File: config.mk
export PLATFORM = sky130hd
export DESIGN_NAME = positional_list_engine_unit
export DESIGN_NICKNAME = d
export VERILOG_FILES = /design/src/hdl/ple_pkg.sv /design/src/hdl/ple_cell.sv /design/src/hdl/ple_row.sv /design/src/hdl/positional_list_engine_unit.sv
export SDC_FILE = /design/constraint.sdc
export NUM_CORES = 2
export LEC_CHECK = 0
export BUFFER_PORTS_ARGS = -buffer_cell sky130_fd_sc_hd__buf_2
export CAP_MARGIN = 25
export CORE_AREA = 5 5 437 439
export CTS_CLUSTER_SIZE = 12
export DETAILED_ROUTE_END_ITERATION = 8
export DIE_AREA = 0 0 442 444
export PLACE_DENSITY = 0.79
export SYNTH_ARGS = -nofsm -noshare
export SYNTH_HDL_FRONTEND = slang
export SYNTH_SLANG_ARGS = --single-unit
export TNS_END_PERCENT = 30
File: constraint.sdc
create_clock -name i_clk -period 69 [get_ports i_clk]
set_input_delay 13.8 -clock i_clk [delete_from_list [all_inputs] [get_ports i_clk]]
set_output_delay 13.8 -clock i_clk [all_outputs]
set_load 0.02 [all_outputs]
File: src/hdl/ple_pkg.sv
package ple_pkg;

    localparam int DEPTH   = 32;
    localparam int IDX_W   = $clog2(DEPTH);
    localparam int POS_W   = 6;
    localparam int CNT_W   = 6;
    localparam int DATA_W  = 32;

    localparam logic [1:0] OP_INSERT = 2'd0;
    localparam logic [1:0] OP_DELETE = 2'd1;
    localparam logic [1:0] OP_READ   = 2'd2;
    localparam logic [1:0] OP_CLEAR  = 2'd3;

    typedef struct packed {
        logic                     ins;   // shift up from pos, load value at pos
        logic                     del;   // shift down from pos
        logic                     tap;   // capture entry at pos for read-out
        logic [POS_W-1:0]         pos;
        logic signed [DATA_W-1:0] val;
    } t_cell_ctl;

endpackage

File: src/hdl/ple_cell.sv
module ple_cell (
    input  logic                              i_clk,
    input  logic [ple_pkg::IDX_W-1:0]         i_idx,
    input  ple_pkg::t_cell_ctl                i_ctl,
    input  logic signed [ple_pkg::DATA_W-1:0] i_lower,
    input  logic signed [ple_pkg::DATA_W-1:0] i_upper,
    output logic signed [ple_pkg::DATA_W-1:0] o_val,
    output logic signed [ple_pkg::DATA_W-1:0] o_tap
);

    logic signed [ple_pkg::DATA_W-1:0] r_val;
    logic signed [ple_pkg::DATA_W-1:0] n_val;
    logic signed [ple_pkg::DATA_W-1:0] r_tap;
    logic [ple_pkg::POS_W-1:0]         w_idx;
    logic                              w_above;
    logic                              w_at;

    assign w_idx   = ple_pkg::POS_W'(i_idx);
    assign w_above = (w_idx > i_ctl.pos);
    assign w_at    = (w_idx == i_ctl.pos);

    always_comb begin
        n_val = r_val;
        if (i_ctl.ins) begin
            if (w_above) begin
                n_val = i_lower;
            end else if (w_at) begin
                n_val = i_ctl.val;
            end
        end else if (i_ctl.del) begin
            if (w_above || w_at) begin
                n_val = i_upper;
            end
        end
    end

    always_ff @(posedge i_clk) begin
        r_val <= n_val;
        if (i_ctl.tap) begin
            r_tap <= w_at ? r_val : '0;
        end
    end

    assign o_val = r_val;
    assign o_tap = r_tap;

endmodule

File: src/hdl/ple_row.sv
module ple_row (
    input  logic                              i_clk,
    input  ple_pkg::t_cell_ctl                i_ctl,
    output logic signed [ple_pkg::DATA_W-1:0] o_read
);

    logic signed [ple_pkg::DATA_W-1:0] w_val [ple_pkg::DEPTH];
    logic signed [ple_pkg::DATA_W-1:0] w_tap [ple_pkg::DEPTH];

    for (genvar k = 0; k < ple_pkg::DEPTH; k++) begin : g_cell
        logic signed [ple_pkg::DATA_W-1:0] w_lower;
        logic signed [ple_pkg::DATA_W-1:0] w_upper;

        // end cells feed back on themselves; their shifted-in data is never read
        if (k == 0) begin : g_first
            assign w_lower = w_val[k];
        end else begin : g_mid_lo
            assign w_lower = w_val[k-1];
        end
        if (k == ple_pkg::DEPTH - 1) begin : g_last
            assign w_upper = w_val[k];
        end else begin : g_mid_hi
            assign w_upper = w_val[k+1];
        end

        ple_cell u_cell (
            .i_clk   (i_clk),
            .i_idx   (ple_pkg::IDX_W'(k)),
            .i_ctl   (i_ctl),
            .i_lower (w_lower),
            .i_upper (w_upper),
            .o_val   (w_val[k]),
            .o_tap   (w_tap[k])
        );
    end

    // only the addressed cell holds a nonzero tap
    always_comb begin
        o_read = '0;
        for (int k = 0; k < ple_pkg::DEPTH; k++) begin
            o_read = o_read | w_tap[k];
        end
    end

endmodule

File: src/hdl/positional_list_engine_unit.sv
// Positional list engine: an ordered list of up to 32 signed 32-bit entries.
// Input channel (i_valid / o_stall): a transaction carries i_op (insert,
// delete, read, clear), i_position and i_value. Output channel (o_valid /
// i_stall): one result transaction per request with o_ok, o_read_value,
// o_count and o_empty_res.
// Each entry lives in one cell of a row. Insert shifts every cell above the
// position up, delete shifts the cell at the position and every cell above
// it down; a read taps the addressed cell and the taps are OR-combined in
// the cycle after. A result passes through the execute step, then the read
// combine into the output register. Only one request occupies the execute
// and combine steps at a time, so the next request is accepted only once
// the previous one has left both steps.
// The next request may be accepted while a finished result still waits in
// the output register; it then stops ahead of the output until i_stall drops.
// While i_stall is high the output payload holds.
// Reset (synchronous, i_rst_n low) empties the list and drops all valids;
// entry contents are left as they are and never read before being written.
module positional_list_engine_unit (
    input  logic                              i_clk,
    input  logic                              i_rst_n,
    input  logic                              i_valid,
    output logic                              o_stall,
    input  logic [1:0]                        i_op,
    input  logic signed [ple_pkg::DATA_W-1:0] i_value,
    input  logic [ple_pkg::POS_W-1:0]         i_position,
    output logic                              o_valid,
    input  logic                              i_stall,
    output logic                              o_ok,
    output logic signed [ple_pkg::DATA_W-1:0] o_read_value,
    output logic [ple_pkg::CNT_W-1:0]         o_count,
    output logic                              o_empty_res
);

    localparam logic [ple_pkg::CNT_W-1:0] FULL = ple_pkg::CNT_W'(ple_pkg::DEPTH);

    logic                              r_x_valid;
    logic [1:0]                        r_x_op;
    logic [ple_pkg::POS_W-1:0]         r_x_pos;
    logic signed [ple_pkg::DATA_W-1:0] r_x_val;
    logic                              r_r_valid;
    logic                              r_r_ok;
    logic [1:0]                        r_r_op;
    logic [ple_pkg::CNT_W-1:0]         r_count;
    logic [ple_pkg::CNT_W-1:0]         n_count;
    logic                              r_o_valid;
    logic                              r_o_ok;
    logic signed [ple_pkg::DATA_W-1:0] r_o_rd;
    logic [ple_pkg::CNT_W-1:0]         r_o_count;
    logic                              r_o_empty;

    logic                              w_accept;
    logic                              w_ok;
    logic                              w_advance;
    logic signed [ple_pkg::DATA_W-1:0] w_row_read;
    logic signed [ple_pkg::DATA_W-1:0] w_rd;
    ple_pkg::t_cell_ctl                w_ctl;

    assign o_stall   = r_x_valid | r_r_valid;
    assign w_accept  = i_valid & ~o_stall;
    assign w_advance = r_r_valid & (~r_o_valid | ~i_stall);

    always_comb begin
        w_ok    = 1'b0;
        n_count = r_count;
        unique case (r_x_op)
            ple_pkg::OP_INSERT: begin
                w_ok = (r_x_pos <= r_count) && (r_count < FULL);
                if (w_ok) n_count = r_count + 1'b1;
            end
            ple_pkg::OP_DELETE: begin
                w_ok = (r_x_pos < r_count);
                if (w_ok) n_count = r_count - 1'b1;
            end
            ple_pkg::OP_READ: begin
                w_ok = (r_x_pos < r_count);
            end
            ple_pkg::OP_CLEAR: begin
                w_ok    = 1'b1;
                n_count = '0;
            end
            default: begin
                w_ok = 1'b0;
            end
        endcase
    end

    always_comb begin
        w_ctl.ins = r_x_valid && w_ok && (r_x_op == ple_pkg::OP_INSERT);
        w_ctl.del = r_x_valid && w_ok && (r_x_op == ple_pkg::OP_DELETE);
        w_ctl.tap = r_x_valid;
        w_ctl.pos = r_x_pos;
        w_ctl.val = r_x_val;
    end

    ple_row u_row (
        .i_clk  (i_clk),
        .i_ctl  (w_ctl),
        .o_read (w_row_read)
    );

    always_comb begin
        if (r_r_op == ple_pkg::OP_READ) begin
            w_rd = r_r_ok ? w_row_read : ple_pkg::DATA_W'(1);
        end else begin
            w_rd = '0;
        end
    end

    always_ff @(posedge i_clk) begin
        if (!i_rst_n) begin
            r_x_valid <= 1'b0;
            r_r_valid <= 1'b0;
            r_o_valid <= 1'b0;
            r_count   <= '0;
        end else begin
            r_x_valid <= w_accept;
            if (r_x_valid) begin
                r_count   <= n_count;
                r_r_valid <= 1'b1;
            end else if (w_advance) begin
                r_r_valid <= 1'b0;
            end
            if (w_advance) begin
                r_o_valid <= 1'b1;
            end else if (~i_stall) begin
                r_o_valid <= 1'b0;
            end
        end
    end

    always_ff @(posedge i_clk) begin
        if (w_accept) begin
            r_x_op  <= i_op;
            r_x_pos <= i_position;
            r_x_val <= i_value;
        end
        if (r_x_valid) begin
            r_r_ok <= w_ok;
            r_r_op <= r_x_op;
        end
        if (w_advance) begin
            r_o_ok    <= r_r_ok;
            r_o_rd    <= w_rd;
            r_o_count <= r_count;
            r_o_empty <= (r_count == '0);
        end
    end

    assign o_valid      = r_o_valid;
    assign o_ok         = r_o_ok;
    assign o_read_value = r_o_rd;
    assign o_count      = r_o_count;
    assign o_empty_res  = r_o_empty;

endmodule
Word-level counts from Yosys, hierarchy flattened:

Index checks and enable logic that the tools add are counted.

* register bits after elaboration: 2140
* bits of input ports: 44
* output and inout bits: 42

* order comparisons: 35
* reductions and logical operators: 108
* equality and inequality tests: 70
* add/sub/neg operators: 2
* muxes and demuxes: 166
* bitwise gates (word level): 38

Operator list (number)
* $mux W32: 157
* $or A32 B32 Y32: 31
* $eq A5 B6 Y1 const A: 16
* $gt A5 B6 Y1 const A: 16
* $ne A3 B3 Y1 const B: 30
* $reduce_and A3 Y1: 30
* $reduce_bool A2 Y1: 34
* $eq A4 B6 Y1 const A: 8
* $gt A4 B6 Y1 const A: 8
* $logic_or A1 B1 Y1: 31
* $eq A3 B6 Y1 const A: 4
* $gt A3 B6 Y1 const A: 4
* $pmux W6 S3: 1
* $eq A2 B6 Y1 const A: 2
* $gt A1 B6 Y1 const A: 2
* $gt A2 B6 Y1 const A: 2
* $logic_not A6 Y1: 2
* $mux W6: 2
* $reduce_and A4 Y1: 2
* $add A6 B1 Y6 const B: 1
* $eq A1 B6 Y1 const A: 1
* $eq A2 B2 Y1 const B: 3
* $le A6 B6 Y1: 1
* $lt A6 B6 Y1: 1
* 15 further kinds: 30

Depth between registers and ports, before layout:

* depth after elaboration: 32
* mapped depth: 11
* mapped depth without buffers: 8

Modules after synthesis:

A second synthesis with hierarchy kept.

* cells, all modules: 9435
* area, all modules: 110522.2 µm²

By module, submodules not included
* ple_cell: times used 32, sequential area each 1921.8 µm², area each 3265.6 µm², cells an instance 277
* positional_list_engine_unit: times used 1, sequential area each 2672.6 µm², area each 3612.2 µm², cells an instance 217
* ple_row: times used 1, sequential area each 0.0 µm², area each 2409.8 µm², cells an instance 354

Least setup slack after synthesis:

Ideal clock, no wire load.

* path kind: register to output
* start: reg r_x_valid
* end: out o_stall
* path slack: 29.676 ns
* required time: 55.200 ns
* data arrival time: 25.524 ns
* path buffers: 0
* stages on the path, launching flop included: 2
* path through: dfxtp_1 > or2_2

* cells in the longest elaborated chain, start to end: 1

Ends and longest elaborated chain
* start, declared: RTL line positional_list_engine_unit.sv:36 `logic r_x_valid;`
* start signal, assigned: RTL line positional_list_engine_unit.sv:116 `r_x_valid <= w_accept;`
* $or A1 B1 Y1: RTL line positional_list_engine_unit.sv:58 `assign o_stall = r_x_valid | r_r_valid;`
* end, declared: RTL line positional_list_engine_unit.sv:22 `output logic o_stall,`

Every way passes these cells.

Worst setup path after layout:

Ends and elaborated chain as after synthesis.

==> results_tabular.tex <==
\begin{tabular}{lr}
\hline
Metric & Value \\
\hline
\multicolumn{2}{l}{\textbf{Run status}} \\
Outcome & finished, final reports clean \\
\multicolumn{2}{l}{\textbf{Power and ir drop}} \\
Leakage power of the design & 38.4 nW \\
Worst supply voltage drop on vdd & 26.9 uV \\
Power density relative to cell area & 24.2 mW/mm2 \\
\multicolumn{2}{l}{\textbf{Routing}} \\
Drt first-iter violations & 7148 \\
Via Count & 56400 \\
Final ANT Viol Nets & 0 \\
Post-route DRC & 0 \\
Via density per instance & 6.25 \\
Total wirelength of the detailed-routed design & 258 mm \\
Routed len/inst & 28.6 um \\
TritonRoute pass-1 iters & 6 \\
\multicolumn{2}{l}{\textbf{Clock tree}} \\
CTS H-tree lvls & 4 \\
Bufs on Longest Clock Path & 3 \\
Count of clock tree sinks & 2140 \\
Quantity of gates resized following cts & 0 \\
Buffers inserted during post-CTS setup optimization & 0 \\
Clock tree from TritonCTS & yes \\
Clock transition at the register clock pins on the worst setup and hold paths after CTS & 0.06 ns \\
Clock latency at the later pin of the worst-skew pair & 0.86 ns \\
Cts-stage hold buffer count & 0 \\
Inserted Clock Buffers & 213 \\
Cell at the root of the clock tree & clkbuf\_16 \\
\multicolumn{2}{l}{\textbf{Setup path}} \\
Register-to-register setup slack & 61.31 ns \\
Startpoint kind of the worst setup timing path & flop \\
Data required time of the worst path & 55.20 ns \\
Critical path capture point type & output pin \\
Data arrival, critical path & 2.33 ns \\
Max Fanout on Critical Path & 71 \\
Worst setup path category & reg2out \\
\multicolumn{2}{l}{\textbf{Hold path}} \\
Worst hold path class & reg2reg \\
\multicolumn{2}{l}{\textbf{Synth}} \\
Avg Inst Size Synth & 15.9 um2 \\
Most frequent cell after synthesis & edfxtp\_1 \\
Summed instance area of the synthesized netlist & 0.102 mm2 \\
Synth area leader & edfxtp\_1 \\
Synth cell types & 52 \\
Area share of fa/ha/maj cells after synthesis & 0.00204 \\
Synthesis-stage register bit count & 2140 \\
Mux share of post-synthesis cell area & 0.237 \\
Async set-or-reset flop fraction in the synthesized netlist & 0 \\
XOR/XNOR Fraction of Synth Area & 0.000258 \\
Synth Area in Simple Gates & 0.102 \\
Synth Flop Type & edfxtp\_1 \\
Leading post-synthesis cells by cell area & edfxtp\_1 63\%, mux2\_2 12\%, mux2\_4 11\% \\
Number of synthesized flops with an enable pin & 2131 \\
Post-synth net total & 6446 \\
Area fraction of the dominant cell type after synthesis & 0.629 \\
Most used standard cells in the synthesized netlist & 2131 x edfxtp\_1, 1099 x mux2\_2, 960 x and2\_1 \\
Synthesized-area fraction occupied by ao, oa, aoi and oai cells & 0.00358 \\
Sequential element share of the synthesized area & 0.631 \\
Synthesized netlist cell count & 6386 \\
Main combinational cell family by area after synthesis & multiplexers \\
Ys Warns & 0 \\
\multicolumn{2}{l}{\textbf{Global route}} \\
Global-route usage over all layers & 0.256 \\
Pin count of the biggest net entering global routing & 175 \\
GR peak layer & met2 \\
Vias in the first global route & 56700 \\
Met3 usage in global routing & 0.0439 \\
Met2 track demand over resource in global routing & 0.423 \\
Remaining global-route overflow & 0 \\
Number of antenna violations at the first check in global routing & 16 \\
Met1 track utilization from global routing & 0.345 \\
Wire length of the first global-routing pass & 378 mm \\
\multicolumn{2}{l}{\textbf{Timing}} \\
Highest Clock Rate & 62.0 MHz \\
Setup repair after global routing missed its margin & false \\
Clock Skew & 0.0320 ns \\
Total Neg Setup Slack & 0 ns \\
Transition at the pin with the smallest max-transition slack & 1.18 ns \\
Final-report hold violation count & 0 \\
Setup violation total in the final timing report & 0 \\
Final max-slew violation count & 0 \\
Final Critical Period & 16.13 ns \\
Max transition margin & 0.215 \\
Final clock period utilization by the worst path & 0.234 \\
\multicolumn{2}{l}{\textbf{Floorplan}} \\
Rows & 159 \\
Die ar. & 0.196 mm2 \\
Height of the die & 444 um \\
Core region area & 0.187 mm2 \\
Die width & 442 um \\
Initial standard-cell utilization of the core & 0.545 \\
Ports placed on the boundary & 86 \\
\multicolumn{2}{l}{\textbf{Cells and area}} \\
Share of cells above drive strength 1 & 0.377 \\
Nets & 6468 \\
Non-Filler Instances & 9034 \\
Area added between synthesis and finish & 9.30\% \\
Number of filler cells placed in the layout & 13500 \\
\multicolumn{2}{l}{\textbf{Placed design}} \\
Detailed Place HPWL & 148 mm \\
Final RePlAce weighted congestion & 0.825 \\
Total placed cells including tap cells & 8681 \\
Buffers added on ports & 85 \\
\multicolumn{2}{l}{\textbf{Run}} \\
Count of max-cap constraint violations & 0 \\
\hline
\end{tabular}
## area by class of cell
cell class,count,area (um2),area share
Sequential cell,2140,64200,0.577
Multi-Input combinational cell,3795,35700,0.321
Clock buffer,278,5660,0.0509
Tap cell,2495,3120,0.0281
Timing Repair Buffer,244,2000,0.0180
Clock inverter,64,442,0.00397
Inverter,14,52.6,0.000473
Antenna cell,4,10.0,0.0000900
## cell usage in the layout (no fill, tap or decap), drive strengths merged, types with 21 or more instances in the layout
cell / Yosys / routed
a21oi: 21 / 21
and2: 960 / 960
and3: 82 / 82
buf: 150 / 244
clkbuf: 287 / 278
clkinv: 1 / 52
edfxtp: 2131 / 2131
inv: 13 / 21
mux2: 1888 / 1888
nand2: 307 / 307
nand4: 65 / 65
nor2: 114 / 114
nor4: 254 / 254
## cell families after synthesis
kind of cell               count (synthesis)
DFF                                     2140
muxes                                   1888
and+or+nand+nor                         1831
buffers and inverters                    451
AOI/OAI and AO/OA                         57
adders and majority gates                 16
xor gates and xnor gates                   3
## per-layer routing
layer / part of all wire / up-vias
met5: 0.000081 / -
li1: - / 24000
met3: 0.088 / 539
met1: 0.40 / 28800
met4: 0.033 / 4
met2: 0.48 / 3030
## report_power, final
part           internal (W)  switching (W)
clock              0.000581       0.000477
sequential          0.00145      0.0000133
combinational     0.0000693      0.0000959
total               0.00210       0.000587
## sequential cells by signal (all words and copies together) (netlist names)
signal                     count
r_x_op                         2
u_row.g_cell.u_cell.o_tap   1024
r_r_valid                      1
r_x_val                       32
u_row.g_cell.u_cell.o_val   1024
o_ok                           1
o_empty_res                    1
r_x_valid                      1
r_r_op                         2
r_r_ok                         1
o_read_value                  32
r_x_pos                        6
o_count                        6
r_count                        6
o_valid                        1
## critical path, cell delays in order (launching register included)
cell and delay (ns):
dfxtp_4 0.99, or2_2 0.30, buf_2 0.19
## per-stage QoR
step           hold slack [ns]   util  total power, W  cell area, um2  worst slack (ns)
5_1_grt                  0.551  0.595         0.00276          111000             52.78
4_1_cts                  0.543  0.594         0.00270          111000             52.80
6_report                 0.521  0.595         0.00269          111000             52.87
3_3_place_gp             0.512  0.560         0.00165          105000             53.74
3_5_place_dp             0.515  0.562         0.00166          105000             53.72
2_1_floorplan            0.442      -         0.00163          102000             29.68
## final timing paths
path	from	to	depth (start not counted)
hold / removal	r_r_ok$_DFFE_PP_	o_ok$_DFFE_PP_	0
hold reg to reg	r_r_ok$_DFFE_PP_	o_ok$_DFFE_PP_	0
setup reg to reg	r_x_pos[2]$_DFFE_PP_	u_row.g_cell[27].u_cell.o_val[22]$_DFFE_PP_	12
setup / recovery	r_x_valid$_SDFF_PN0_	o_stall	2
No activity file was read; power rests on OpenSTA's default activity.
